### config.mk
export PLATFORM = sky130hd
export DESIGN_NAME = double_ended_priority_queue_core
export DESIGN_NICKNAME = d
export VERILOG_FILES = /design/src/dpq_pkg.sv /design/src/double_ended_priority_queue_core.sv /design/src/dpq_front.sv /design/src/dpq_back.sv
export VERILOG_INCLUDE_DIRS = /design/src /design/src/src
export SDC_FILE = /design/constraint.sdc
export NUM_CORES = 2
export LEC_CHECK = 0
export BUFFER_PORTS_ARGS = -buffer_cell sky130_fd_sc_hd__buf_2
export CAP_MARGIN = 20
export CORE_MARGIN = 2
export CORE_UTILIZATION = 40
export DETAILED_ROUTE_END_ITERATION = 10
export MAX_ROUTING_LAYER = met4
export SETUP_SLACK_MARGIN = 0.3
export SYNTH_ARGS = -nofsm -noshare
export SYNTH_HDL_FRONTEND = slang
export SYNTH_SLANG_ARGS = --single-unit
### constraint.sdc
create_clock -name clk_i -period 17.51 [get_ports clk_i]
set_input_delay 1.751 -clock clk_i [delete_from_list [all_inputs] [get_ports clk_i]]
set_output_delay 1.751 -clock clk_i [all_outputs]
set_load 0.02 [all_outputs]
### src/assert_macros.svh
// Assertion macros for the RTL; dpq_back.sv includes them.
`ifndef ASSERT_MACROS_SVH
`define ASSERT_MACROS_SVH
// Checked on every clock edge outside reset.
`define DPQ_ASSERT(lbl, prop, msg) \
  lbl: assert property (@(posedge clk_i) disable iff (!rst_ni) prop) else $error(msg);
// Checked on every clock edge, reset included.
`define DPQ_ASSERT_ALWAYS(lbl, prop, msg) \
  lbl: assert property (@(posedge clk_i) prop) else $error(msg);
`endif

### src/dpq_pkg.sv
// Shared constants and types of the double-ended priority queue.
package dpq_pkg;
  localparam int unsigned Depth = 64;
  localparam int unsigned DataW = 32;
  localparam int unsigned AddrW = $clog2(Depth);
  localparam int unsigned NodeW = AddrW - 1;
  localparam int unsigned CntW  = AddrW + 1;

  localparam logic [1:0] CMD_INSERT     = 2'd0;
  localparam logic [1:0] CMD_REMOVE_MIN = 2'd1;
  localparam logic [1:0] CMD_REMOVE_MAX = 2'd2;
  localparam logic [1:0] CMD_UNUSED     = 2'd3;

  localparam logic [1:0] ST_DONE  = 2'd0;
  localparam logic [1:0] ST_EMPTY = 2'd1;
  localparam logic [1:0] ST_FULL  = 2'd2;

  typedef enum logic [1:0] {
    OP_INSERT,
    OP_REM_MIN,
    OP_REM_MAX,
    OP_NOP
  } op_e;

  typedef struct packed {
    op_e                     op;
    logic signed [DataW-1:0] value;
  } item_t;
endpackage

### src/double_ended_priority_queue_core.sv
// Top level: interval-heap double-ended priority queue with capacity register.
//
//  channel  | handshake            | payload
//  ---------+----------------------+-----------------------------------------
//  in       | in_valid_i/in_ready_o| command_i, value_i
//  out      | out_valid_o/ready_i  | removed_value_o, status_o, occupancy_o
//  cfg      | cfg_valid_i/ready_o  | cfg_data_i (capacity limit)
//
// Removals and inserts both sift level by level through the heap in the engine;
// each command is registered in the front queue before it reaches the engine.
// One memory read and one write per cycle bound each sift step.
// Reset empties the queue and sets the limit to 64; no clearing pass.
// Two commands queue ahead of the engine; a stalled output holds the engine.
module double_ended_priority_queue_core (
  input  logic                             clk_i,
  input  logic                             rst_ni,
  input  logic                             in_valid_i,
  output logic                             in_ready_o,
  input  logic [1:0]                       command_i,
  input  logic signed [dpq_pkg::DataW-1:0] value_i,
  output logic                             out_valid_o,
  input  logic                             out_ready_i,
  output logic signed [dpq_pkg::DataW-1:0] removed_value_o,
  output logic [1:0]                       status_o,
  output logic [dpq_pkg::CntW-1:0]         occupancy_o,
  input  logic                             cfg_valid_i,
  output logic                             cfg_ready_o,
  input  logic [dpq_pkg::CntW-1:0]         cfg_data_i
);
  import dpq_pkg::*;

  logic [CntW-1:0] cap_q, limit;
  item_t           item;
  logic            item_valid, item_ready;

  assign cfg_ready_o = 1'b1;
  assign limit = (cap_q > CntW'(Depth)) ? CntW'(Depth) : cap_q;

  always_ff @(posedge clk_i or negedge rst_ni) begin
    if (!rst_ni) begin
      cap_q <= CntW'(Depth);
    end else if (cfg_valid_i) begin
      cap_q <= cfg_data_i;
    end
  end

  dpq_front u_front (
    .clk_i        (clk_i),
    .rst_ni       (rst_ni),
    .in_valid_i   (in_valid_i),
    .in_ready_o   (in_ready_o),
    .command_i    (command_i),
    .value_i      (value_i),
    .item_valid_o (item_valid),
    .item_ready_i (item_ready),
    .item_o       (item)
  );

  dpq_back u_back (
    .clk_i           (clk_i),
    .rst_ni          (rst_ni),
    .item_valid_i    (item_valid),
    .item_ready_o    (item_ready),
    .item_i          (item),
    .limit_i         (limit),
    .out_valid_o     (out_valid_o),
    .out_ready_i     (out_ready_i),
    .removed_value_o (removed_value_o),
    .status_o        (status_o),
    .occupancy_o     (occupancy_o)
  );
endmodule

### src/dpq_front.sv
// Front end: command decode and a two-entry queue toward the heap engine.
module dpq_front (
  input  logic                            clk_i,
  input  logic                            rst_ni,
  input  logic                            in_valid_i,
  output logic                            in_ready_o,
  input  logic [1:0]                      command_i,
  input  logic signed [dpq_pkg::DataW-1:0] value_i,
  output logic                            item_valid_o,
  input  logic                            item_ready_i,
  output dpq_pkg::item_t                  item_o
);
  import dpq_pkg::*;

  item_t      buf_q [2];
  logic       wr_ptr_q, rd_ptr_q;
  logic [1:0] fill_q;
  item_t      dec;
  logic       push, pop;

  always_comb begin
    dec.value = value_i;
    case (command_i)
      CMD_INSERT:     dec.op = OP_INSERT;
      CMD_REMOVE_MIN: dec.op = OP_REM_MIN;
      CMD_REMOVE_MAX: dec.op = OP_REM_MAX;
      default:        dec.op = OP_NOP;
    endcase
  end

  assign in_ready_o   = (fill_q != 2'd2);
  assign item_valid_o = (fill_q != 2'd0);
  assign item_o       = buf_q[rd_ptr_q];
  assign push         = in_valid_i && in_ready_o;
  assign pop          = item_valid_o && item_ready_i;

  always_ff @(posedge clk_i) begin
    if (push) begin
      buf_q[wr_ptr_q] <= dec;
    end
  end

  always_ff @(posedge clk_i or negedge rst_ni) begin
    if (!rst_ni) begin
      wr_ptr_q <= 1'b0;
      rd_ptr_q <= 1'b0;
      fill_q   <= 2'd0;
    end else begin
      if (push) begin
        wr_ptr_q <= ~wr_ptr_q;
      end
      if (pop) begin
        rd_ptr_q <= ~rd_ptr_q;
      end
      if (push && !pop) begin
        fill_q <= fill_q + 2'd1;
      end else if (pop && !push) begin
        fill_q <= fill_q - 2'd1;
      end
    end
  end
endmodule

### src/dpq_back.sv
// Back end: interval heap store, sift sequencer and result register.
`include "assert_macros.svh"
module dpq_back (
  input  logic                              clk_i,
  input  logic                              rst_ni,
  input  logic                              item_valid_i,
  output logic                              item_ready_o,
  input  dpq_pkg::item_t                    item_i,
  input  logic [dpq_pkg::CntW-1:0]          limit_i,
  output logic                              out_valid_o,
  input  logic                              out_ready_i,
  output logic signed [dpq_pkg::DataW-1:0]  removed_value_o,
  output logic [1:0]                        status_o,
  output logic [dpq_pkg::CntW-1:0]          occupancy_o
);
  import dpq_pkg::*;

  typedef enum logic [3:0] {
    S_IDLE, S_INS_CMP, S_RISE_RD, S_RISE_CMP, S_RM_RD1, S_RM_X,
    S_SK_RD1, S_SK_RD2, S_SK_CMP, S_SK_MOVE, S_SK_PART, S_OUT
  } state_e;

  logic signed [DataW-1:0] mem [Depth];
  logic signed [DataW-1:0] rd_data_q;
  logic                    rd_en, wr_en;
  logic [AddrW-1:0]        rd_addr, wr_addr;
  logic signed [DataW-1:0] wr_data;

  state_e                  state_q, state_d;
  logic [CntW-1:0]         cnt_q, cnt_d;
  logic signed [DataW-1:0] x_q, x_d, res_q, res_d, b1_q, b1_d, bv_q, bv_d;
  logic [1:0]              st_q, st_d;
  logic                    min_q, min_d, odd_q, odd_d, has2_q, has2_d;
  logic [AddrW-1:0]        hole_q, hole_d;
  logic [NodeW-1:0]        nd_q, nd_d, i_q, i_d, best_q, best_d;
  logic                    out_valid_q;
  logic signed [DataW-1:0] out_val_q;
  logic [1:0]              out_st_q;
  logic [CntW-1:0]         out_occ_q;

  logic [NodeW-1:0]        par, cnt_nd;
  logic [AddrW-1:0]        k1;
  logic [AddrW:0]          k2;
  logic                    k1_ok, k2_ok, k1_hm, k2_hm, best_hm, pick2, move, load;
  logic signed [DataW-1:0] bv_sel;

  assign par    = nd_q - NodeW'(1);
  assign cnt_nd = cnt_q[AddrW-1:1];
  assign k1     = {i_q, 1'b1};
  assign k2     = {1'b0, i_q, 1'b0} + (AddrW+1)'(2);
  assign k1_ok  = ({1'b0, k1, 1'b0} < {1'b0, cnt_q});
  assign k2_ok  = ({k2, 1'b0} < {1'b0, cnt_q});
  assign k1_hm  = ({1'b0, k1, 1'b1} < {1'b0, cnt_q});
  assign k2_hm  = ({k2, 1'b1} < {1'b0, cnt_q});
  assign best_hm = ({1'b0, best_q, 1'b1} < cnt_q);
  assign pick2  = has2_q && (min_q ? (rd_data_q < b1_q) : (rd_data_q > b1_q));
  assign bv_sel = pick2 ? rd_data_q : b1_q;
  assign move   = min_q ? (x_q > bv_sel) : (x_q < bv_sel);
  assign load   = (state_q == S_OUT) && (!out_valid_q || out_ready_i);
  assign item_ready_o = (state_q == S_IDLE);

  always_comb begin
    state_d = state_q;
    cnt_d = cnt_q;  x_d = x_q;  res_d = res_q;  b1_d = b1_q;  bv_d = bv_q;
    st_d = st_q;  min_d = min_q;  odd_d = odd_q;  has2_d = has2_q;
    hole_d = hole_q;  nd_d = nd_q;  i_d = i_q;  best_d = best_q;
    rd_en = 1'b0;  rd_addr = '0;
    wr_en = 1'b0;  wr_addr = '0;  wr_data = x_q;
    case (state_q)
      S_IDLE: begin
        if (item_valid_i) begin
          res_d = '0;
          st_d  = ST_DONE;
          x_d   = item_i.value;
          case (item_i.op)
            OP_INSERT: begin
              if (cnt_q >= limit_i || cnt_q >= CntW'(Depth)) begin
                st_d    = ST_FULL;
                state_d = S_OUT;
              end else begin
                cnt_d = cnt_q + CntW'(1);
                odd_d = cnt_q[0];
                nd_d  = cnt_nd;
                if (cnt_q[0]) begin
                  rd_en   = 1'b1;
                  rd_addr = {cnt_nd, 1'b0};
                  state_d = S_INS_CMP;
                end else if (cnt_nd == '0) begin
                  hole_d  = cnt_q[AddrW-1:0];
                  min_d   = 1'b0;
                  state_d = S_RISE_RD;
                end else begin
                  rd_en   = 1'b1;
                  rd_addr = {(cnt_nd - NodeW'(1)) >> 1, 1'b1};
                  state_d = S_INS_CMP;
                end
              end
            end
            OP_REM_MIN, OP_REM_MAX: begin
              if (cnt_q == '0) begin
                st_d    = ST_EMPTY;
                state_d = S_OUT;
              end else begin
                min_d   = (item_i.op == OP_REM_MIN);
                cnt_d   = cnt_q - CntW'(1);
                rd_en   = 1'b1;
                rd_addr = {{(AddrW-1){1'b0}},
                           (item_i.op == OP_REM_MIN) && (cnt_q != CntW'(1))};
                state_d = S_RM_RD1;
              end
            end
            default: state_d = S_OUT;
          endcase
        end
      end
      S_INS_CMP: begin
        hole_d = {nd_q, 1'b0};
        if (odd_q) begin
          if (x_q > rd_data_q) begin
            wr_en   = 1'b1;
            wr_addr = {nd_q, 1'b1};
            wr_data = rd_data_q;
            min_d   = 1'b0;
          end else begin
            hole_d = {nd_q, 1'b1};
            min_d  = 1'b1;
          end
        end else begin
          min_d = (x_q < rd_data_q);
        end
        state_d = S_RISE_RD;
      end
      S_RISE_RD: begin
        if (nd_q == '0) begin
          wr_en   = 1'b1;
          wr_addr = hole_q;
          state_d = S_OUT;
        end else begin
          rd_en   = 1'b1;
          rd_addr = {par >> 1, min_q};
          state_d = S_RISE_CMP;
        end
      end
      S_RISE_CMP: begin
        wr_en   = 1'b1;
        wr_addr = hole_q;
        if (min_q ? (x_q < rd_data_q) : (x_q > rd_data_q)) begin
          wr_data = rd_data_q;
          hole_d  = {par >> 1, min_q};
          nd_d    = par >> 1;
          state_d = S_RISE_RD;
        end else begin
          state_d = S_OUT;
        end
      end
      S_RM_RD1: begin
        res_d = rd_data_q;
        if (cnt_q == '0 || (cnt_q == CntW'(1) && min_q)) begin
          state_d = S_OUT;
        end else begin
          rd_en   = 1'b1;
          rd_addr = cnt_q[AddrW-1:0];
          state_d = S_RM_X;
        end
      end
      S_RM_X: begin
        x_d = rd_data_q;
        i_d = '0;
        if (cnt_q == CntW'(1)) begin
          // two elements before: the survivor becomes the max side of the root
          wr_en   = 1'b1;
          wr_addr = '0;
          wr_data = rd_data_q;
          state_d = S_OUT;
        end else begin
          state_d = S_SK_RD1;
        end
      end
      S_SK_RD1: begin
        if (!k1_ok) begin
          wr_en   = 1'b1;
          wr_addr = {i_q, min_q};
          state_d = S_OUT;
        end else begin
          rd_en   = 1'b1;
          rd_addr = {k1[NodeW-1:0], min_q && k1_hm};
          state_d = S_SK_RD2;
        end
      end
      S_SK_RD2: begin
        b1_d   = rd_data_q;
        has2_d = k2_ok;
        if (k2_ok) begin
          rd_en   = 1'b1;
          rd_addr = {k2[NodeW-1:0], min_q && k2_hm};
        end
        state_d = S_SK_CMP;
      end
      S_SK_CMP: begin
        best_d = pick2 ? k2[NodeW-1:0] : k1[NodeW-1:0];
        bv_d   = bv_sel;
        if (move) begin
          state_d = S_SK_MOVE;
        end else begin
          wr_en   = 1'b1;
          wr_addr = {i_q, min_q};
          state_d = S_OUT;
        end
      end
      S_SK_MOVE: begin
        wr_en   = 1'b1;
        wr_addr = {i_q, min_q};
        wr_data = bv_q;
        rd_en   = 1'b1;
        rd_addr = {best_q, ~min_q};
        state_d = S_SK_PART;
      end
      S_SK_PART: begin
        i_d     = best_q;
        state_d = S_SK_RD1;
        if (min_q) begin
          if (!best_hm) begin
            wr_en   = 1'b1;
            wr_addr = {best_q, 1'b0};
            state_d = S_OUT;
          end else if (x_q > rd_data_q) begin
            wr_en   = 1'b1;
            wr_addr = {best_q, 1'b0};
            x_d     = rd_data_q;
          end
        end else if (best_hm && x_q < rd_data_q) begin
          wr_en   = 1'b1;
          wr_addr = {best_q, 1'b1};
          x_d     = rd_data_q;
        end
      end
      S_OUT: begin
        if (load) begin
          state_d = S_IDLE;
        end
      end
      default: state_d = S_IDLE;
    endcase
  end

  always_ff @(posedge clk_i) begin
    if (wr_en) begin
      mem[wr_addr] <= wr_data;
    end
    if (rd_en) begin
      rd_data_q <= mem[rd_addr];
    end
  end

  always_ff @(posedge clk_i) begin
    x_q <= x_d;  res_q <= res_d;  b1_q <= b1_d;  bv_q <= bv_d;
    min_q <= min_d;  odd_q <= odd_d;  has2_q <= has2_d;
    hole_q <= hole_d;  nd_q <= nd_d;  i_q <= i_d;  best_q <= best_d;
    st_q <= st_d;
    if (load) begin
      out_val_q <= res_q;
      out_st_q  <= st_q;
      out_occ_q <= cnt_q;
    end
  end

  always_ff @(posedge clk_i or negedge rst_ni) begin
    if (!rst_ni) begin
      state_q     <= S_IDLE;
      cnt_q       <= '0;
      out_valid_q <= 1'b0;
    end else begin
      state_q <= state_d;
      cnt_q   <= cnt_d;
      if (load) begin
        out_valid_q <= 1'b1;
      end else if (out_ready_i) begin
        out_valid_q <= 1'b0;
      end
    end
  end

  assign out_valid_o     = out_valid_q;
  assign removed_value_o = out_val_q;
  assign status_o        = out_st_q;
  assign occupancy_o     = out_occ_q;

  `DPQ_ASSERT_ALWAYS(a_cnt_bound, cnt_q <= CntW'(Depth), "element count above depth")
  `DPQ_ASSERT(a_cnt_step, 1'b1 |=> (cnt_q == $past(cnt_q)) ||
    (cnt_q == $past(cnt_q) + CntW'(1)) || (cnt_q + CntW'(1) == $past(cnt_q)),
    "element count moved by more than one")
  `DPQ_ASSERT(a_refused_keeps, (load && st_q != ST_DONE) |-> (res_q == '0),
    "refused command carries a value")
endmodule
==> impl_metrics.yaml <==
synthesis:
  async_flop_share: 0.009721
  netlist.area_leader.share: 0.7206
  yosysSeqAreaShare: 0.7266
  synth_cell_type_count: 84
  synth_largest_area_cell: "edfxtp_1"
  synth-seq-cells: 2366
  synth_common_cells: "edfxtp_1 (2343), nand2_1 (1887), nand3_1 (895)"
  synth_fp_nets: 7750
  syn_area_per_cell_um2: 12.89
  synth_area_leaders: "edfxtp_1 (72%), nand2_1 (7.3%), nand3_1 (4.6%), ha_1 (1.7%), a21oi_1 (1.6%)"
  synth_top_flop_cell: "edfxtp_1"
  synth-edff-count: 2343
  yosysWarnings: 0
  synth_cells: 7573
  netlist_area_um2: 97630
  synth.most_common_cell: "edfxtp_1"
grt:
  antenna_found_initial: 15
  track_usage: 0.2383
  grt_pass1_vias: 58950
  grt_max_degree: 172
  grt_pass1_wl_um: 423000
  gr-total-overflow: 0
clock_network:
  clockRootBuffer: "clkbuf_16"
  cts.path.max_buffers: 3
  cts_sinks: 2366
  clk_latency_ns: 0.91
  cts-resized-gates: 0
  h-tree-depth: 4
  clk_pin_slew_ns: 0.06
  cts_setup_buffers: 0
  cts_buffers: 232
  cts_hold_buf: 0
  cts_tree: "done"
route:
  first_iter_violations: 9083
  drc: 0
  first_pass_iters: 6
  wl_per_cell_um: 26.80
  ant_nets: 0
  wl_um: 294400
  dr_total_vias: 63270
  viasPerCell: 5.759
timing:
  worst-slew-pin-transition_ns: 1.259
  fin_tns_setup_ns: 0
  max_slew_margin: 0.1610
  finalCritPeriodShare: 0.5586
  max_clock_freq_mhz: 102.2
  clock_skew_ns: 0.09359
  fin_crit_ns: 9.781
  finalSetupViolations: 0
  finalWorstSetupSlack_ns: 7.729
  rsz0062_at_grt: "no"
  hold_viol: 0
  holdWs_ns: 0.4175
  slew_violations: 0
place:
  globalplace.congestion: 0.9106
  dp.cells: 10530
  dp_hpwl_um: 175700
  port_buffers: 88
  place_ws_ns: 7.746
floorplanning:
  start_util: 0.4018
  die_area_um2: 248000
  core-area_um2: 243000
  chipWidth_um: 498.0
  rows: 181
  io_pins: 90
  die_y_um: 498.0
critical_path:
  critPathKind: "flop to flop"
  worstSetupStartpointType: "flop"
  critPathLaunch: "u_back.rd_data_q[31]$_DFFE_PP_"
  arrival_ns: 10.27
  r2r_start: "u_back.rd_data_q[31]$_DFFE_PP_"
  rr_endpoint: "u_back.mem[18][4]$_DFFE_PP_"
  worstRegToRegCells: 22
  cp.required_ns: 18.00
  rrSetupSlack_ns: 7.73
  setup.worst_path.end_class: "flop"
  cp_max_fo: 76
layout:
  syn_to_final_growth_pct: 12.49
  fin_cells: 10990
  nets: 7754
  layout-drive-gt1-share: 0.09377
outcome:
  status: "finished, final reports clean"
run:
  drv_cap: 0
worst_hold_path:
  hp-class: "flop to flop"
  holdPathEnd: "u_back.removed_value_o[26]$_DFFE_PP_"
  hold_depth: 0
  min_from: "u_back.res_q[26]$_SDFFCE_PN0P_"
-- placed cells by master (no fill, tap or decap), drive strengths merged, types with 12 or more instances in the layout --
cell / count
a21o: 109
a32o: 26
edfxtp: 2343
nand2: 1888
a31oi: 88
bufinv: 17
ha: 131
nor2: 243
nand3: 895
a21oi: 306
nor3: 56
a221o: 73
o21ai: 83
or4: 35
or3: 13
clkbuf: 297
buf: 246
and3: 158
nor4b: 34
mux2i: 42
a22oi: 13
dfrtp: 22
a211oi: 134
and2: 15
inv: 98
nand4: 61
xnor2: 17
nor4: 21
o22a: 25
clkinv: 106
a311oi: 27
nor2b: 12
-- routing by layer --
metal	global-route usage	up-vias	wire length (µm)
met4	0.08425	0	11100
met3	0.03892	446	26200
met1	0.3373	31820	124900
met5	-	-	0
met2	0.3475	2911	132200
li1	-	28090	-
-- area by class of cell --
| cell class | count | area (µm²) |
|---|---|---|
| inverter | 94 | 352.8 |
| clock inverter | 136 | 1284 |
| antenna | 11 | 27.53 |
| tap | 3202 | 4006 |
| sequential | 2366 | 70940 |
| multi-input combinational | 4635 | 25030 |
| clock buffer | 295 | 6136 |
| fill | 21650 | 133200 |
| timing repair buffer | 248 | 2047 |
-- state kept, by name, summed over array words and instances, names as in the netlist, 2 cells and up --
register / count
u_back.nd_q: 5
u_back.x_q: 32
u_front.buf_q: 68
u_back.res_q: 32
u_back.cnt_q: 7
u_back.best_q: 5
u_back.hole_q: 6
u_back.st_q: 2
u_back.b1_q: 32
u_back.bv_q: 32
u_back.i_q: 5
u_back.rd_data_q: 32
u_back.mem: 2048
u_back.state_q: 4
u_back.occupancy_o: 7
u_back.removed_value_o: 32
u_front.fill_q: 2
cap_q: 7
u_back.status_o: 2
-- worst max path at each step --
stage	endpoint	slack (ns)
floorplan	u_back.mem[32][0]$_DFFE_PP_	8.65
global placement	u_back.mem[50][4]$_DFFE_PP_	7.75
detailed placement	u_back.mem[58][3]$_DFFE_PP_	7.75
CTS	u_back.mem[58][3]$_DFFE_PP_	7.64
global route	u_back.mem[43][4]$_DFFE_PP_	7.24
finish	u_back.mem[18][4]$_DFFE_PP_	7.73
-- critical path, cell delays in order (launching register included) --
cell      delay, ns
edfxtp_1       0.44
ha_1           0.47
nand4_1        0.11
or2_2          0.32
nor3_1         0.49
nand2_1        0.14
or3_1          0.43
nand4_1        0.11
mux2i_1        0.11
a211oi_4       0.77
buf_4          0.76
a21oi_1        0.16
ha_1           0.35
nand4_1        0.15
nor4_1         0.43
and2_1         0.30
o31ai_1        0.17
a221oi_1       0.81
o31ai_1        0.28
a221oi_1       0.62
nand3_1        0.61
buf_4          0.40
nor2_4         0.85
-- cells by family after synthesis --
| kind of cell | count (synthesis) | synth area share |
|---|---|---|
| flip-flops | 2366 | 0.7266 |
| adder cells (fa/ha/maj) | 131 | 0.01679 |
| XOR/XNOR | 21 | 0.001884 |
| multiplexers | 50 | 0.005229 |
| AND/OR/NAND/NOR | 3471 | 0.1588 |
| buffers and inverters | 572 | 0.02390 |
| other | 1 | 0.00003841 |
| AO/OA/AOI/OAI | 961 | 0.06682 |
-- through the flow --
stage	utilization	area (µm²)
global route	0.4519	109800
detailed placement	0.4197	102000
CTS	0.4502	109400
floorplan	-	97630
finish	0.4519	109800
global placement	0.4193	101900
Power is left out: the tool's default activity adds up to more than one toggle a clock period on the data nets, which glitch-free logic cannot reach.
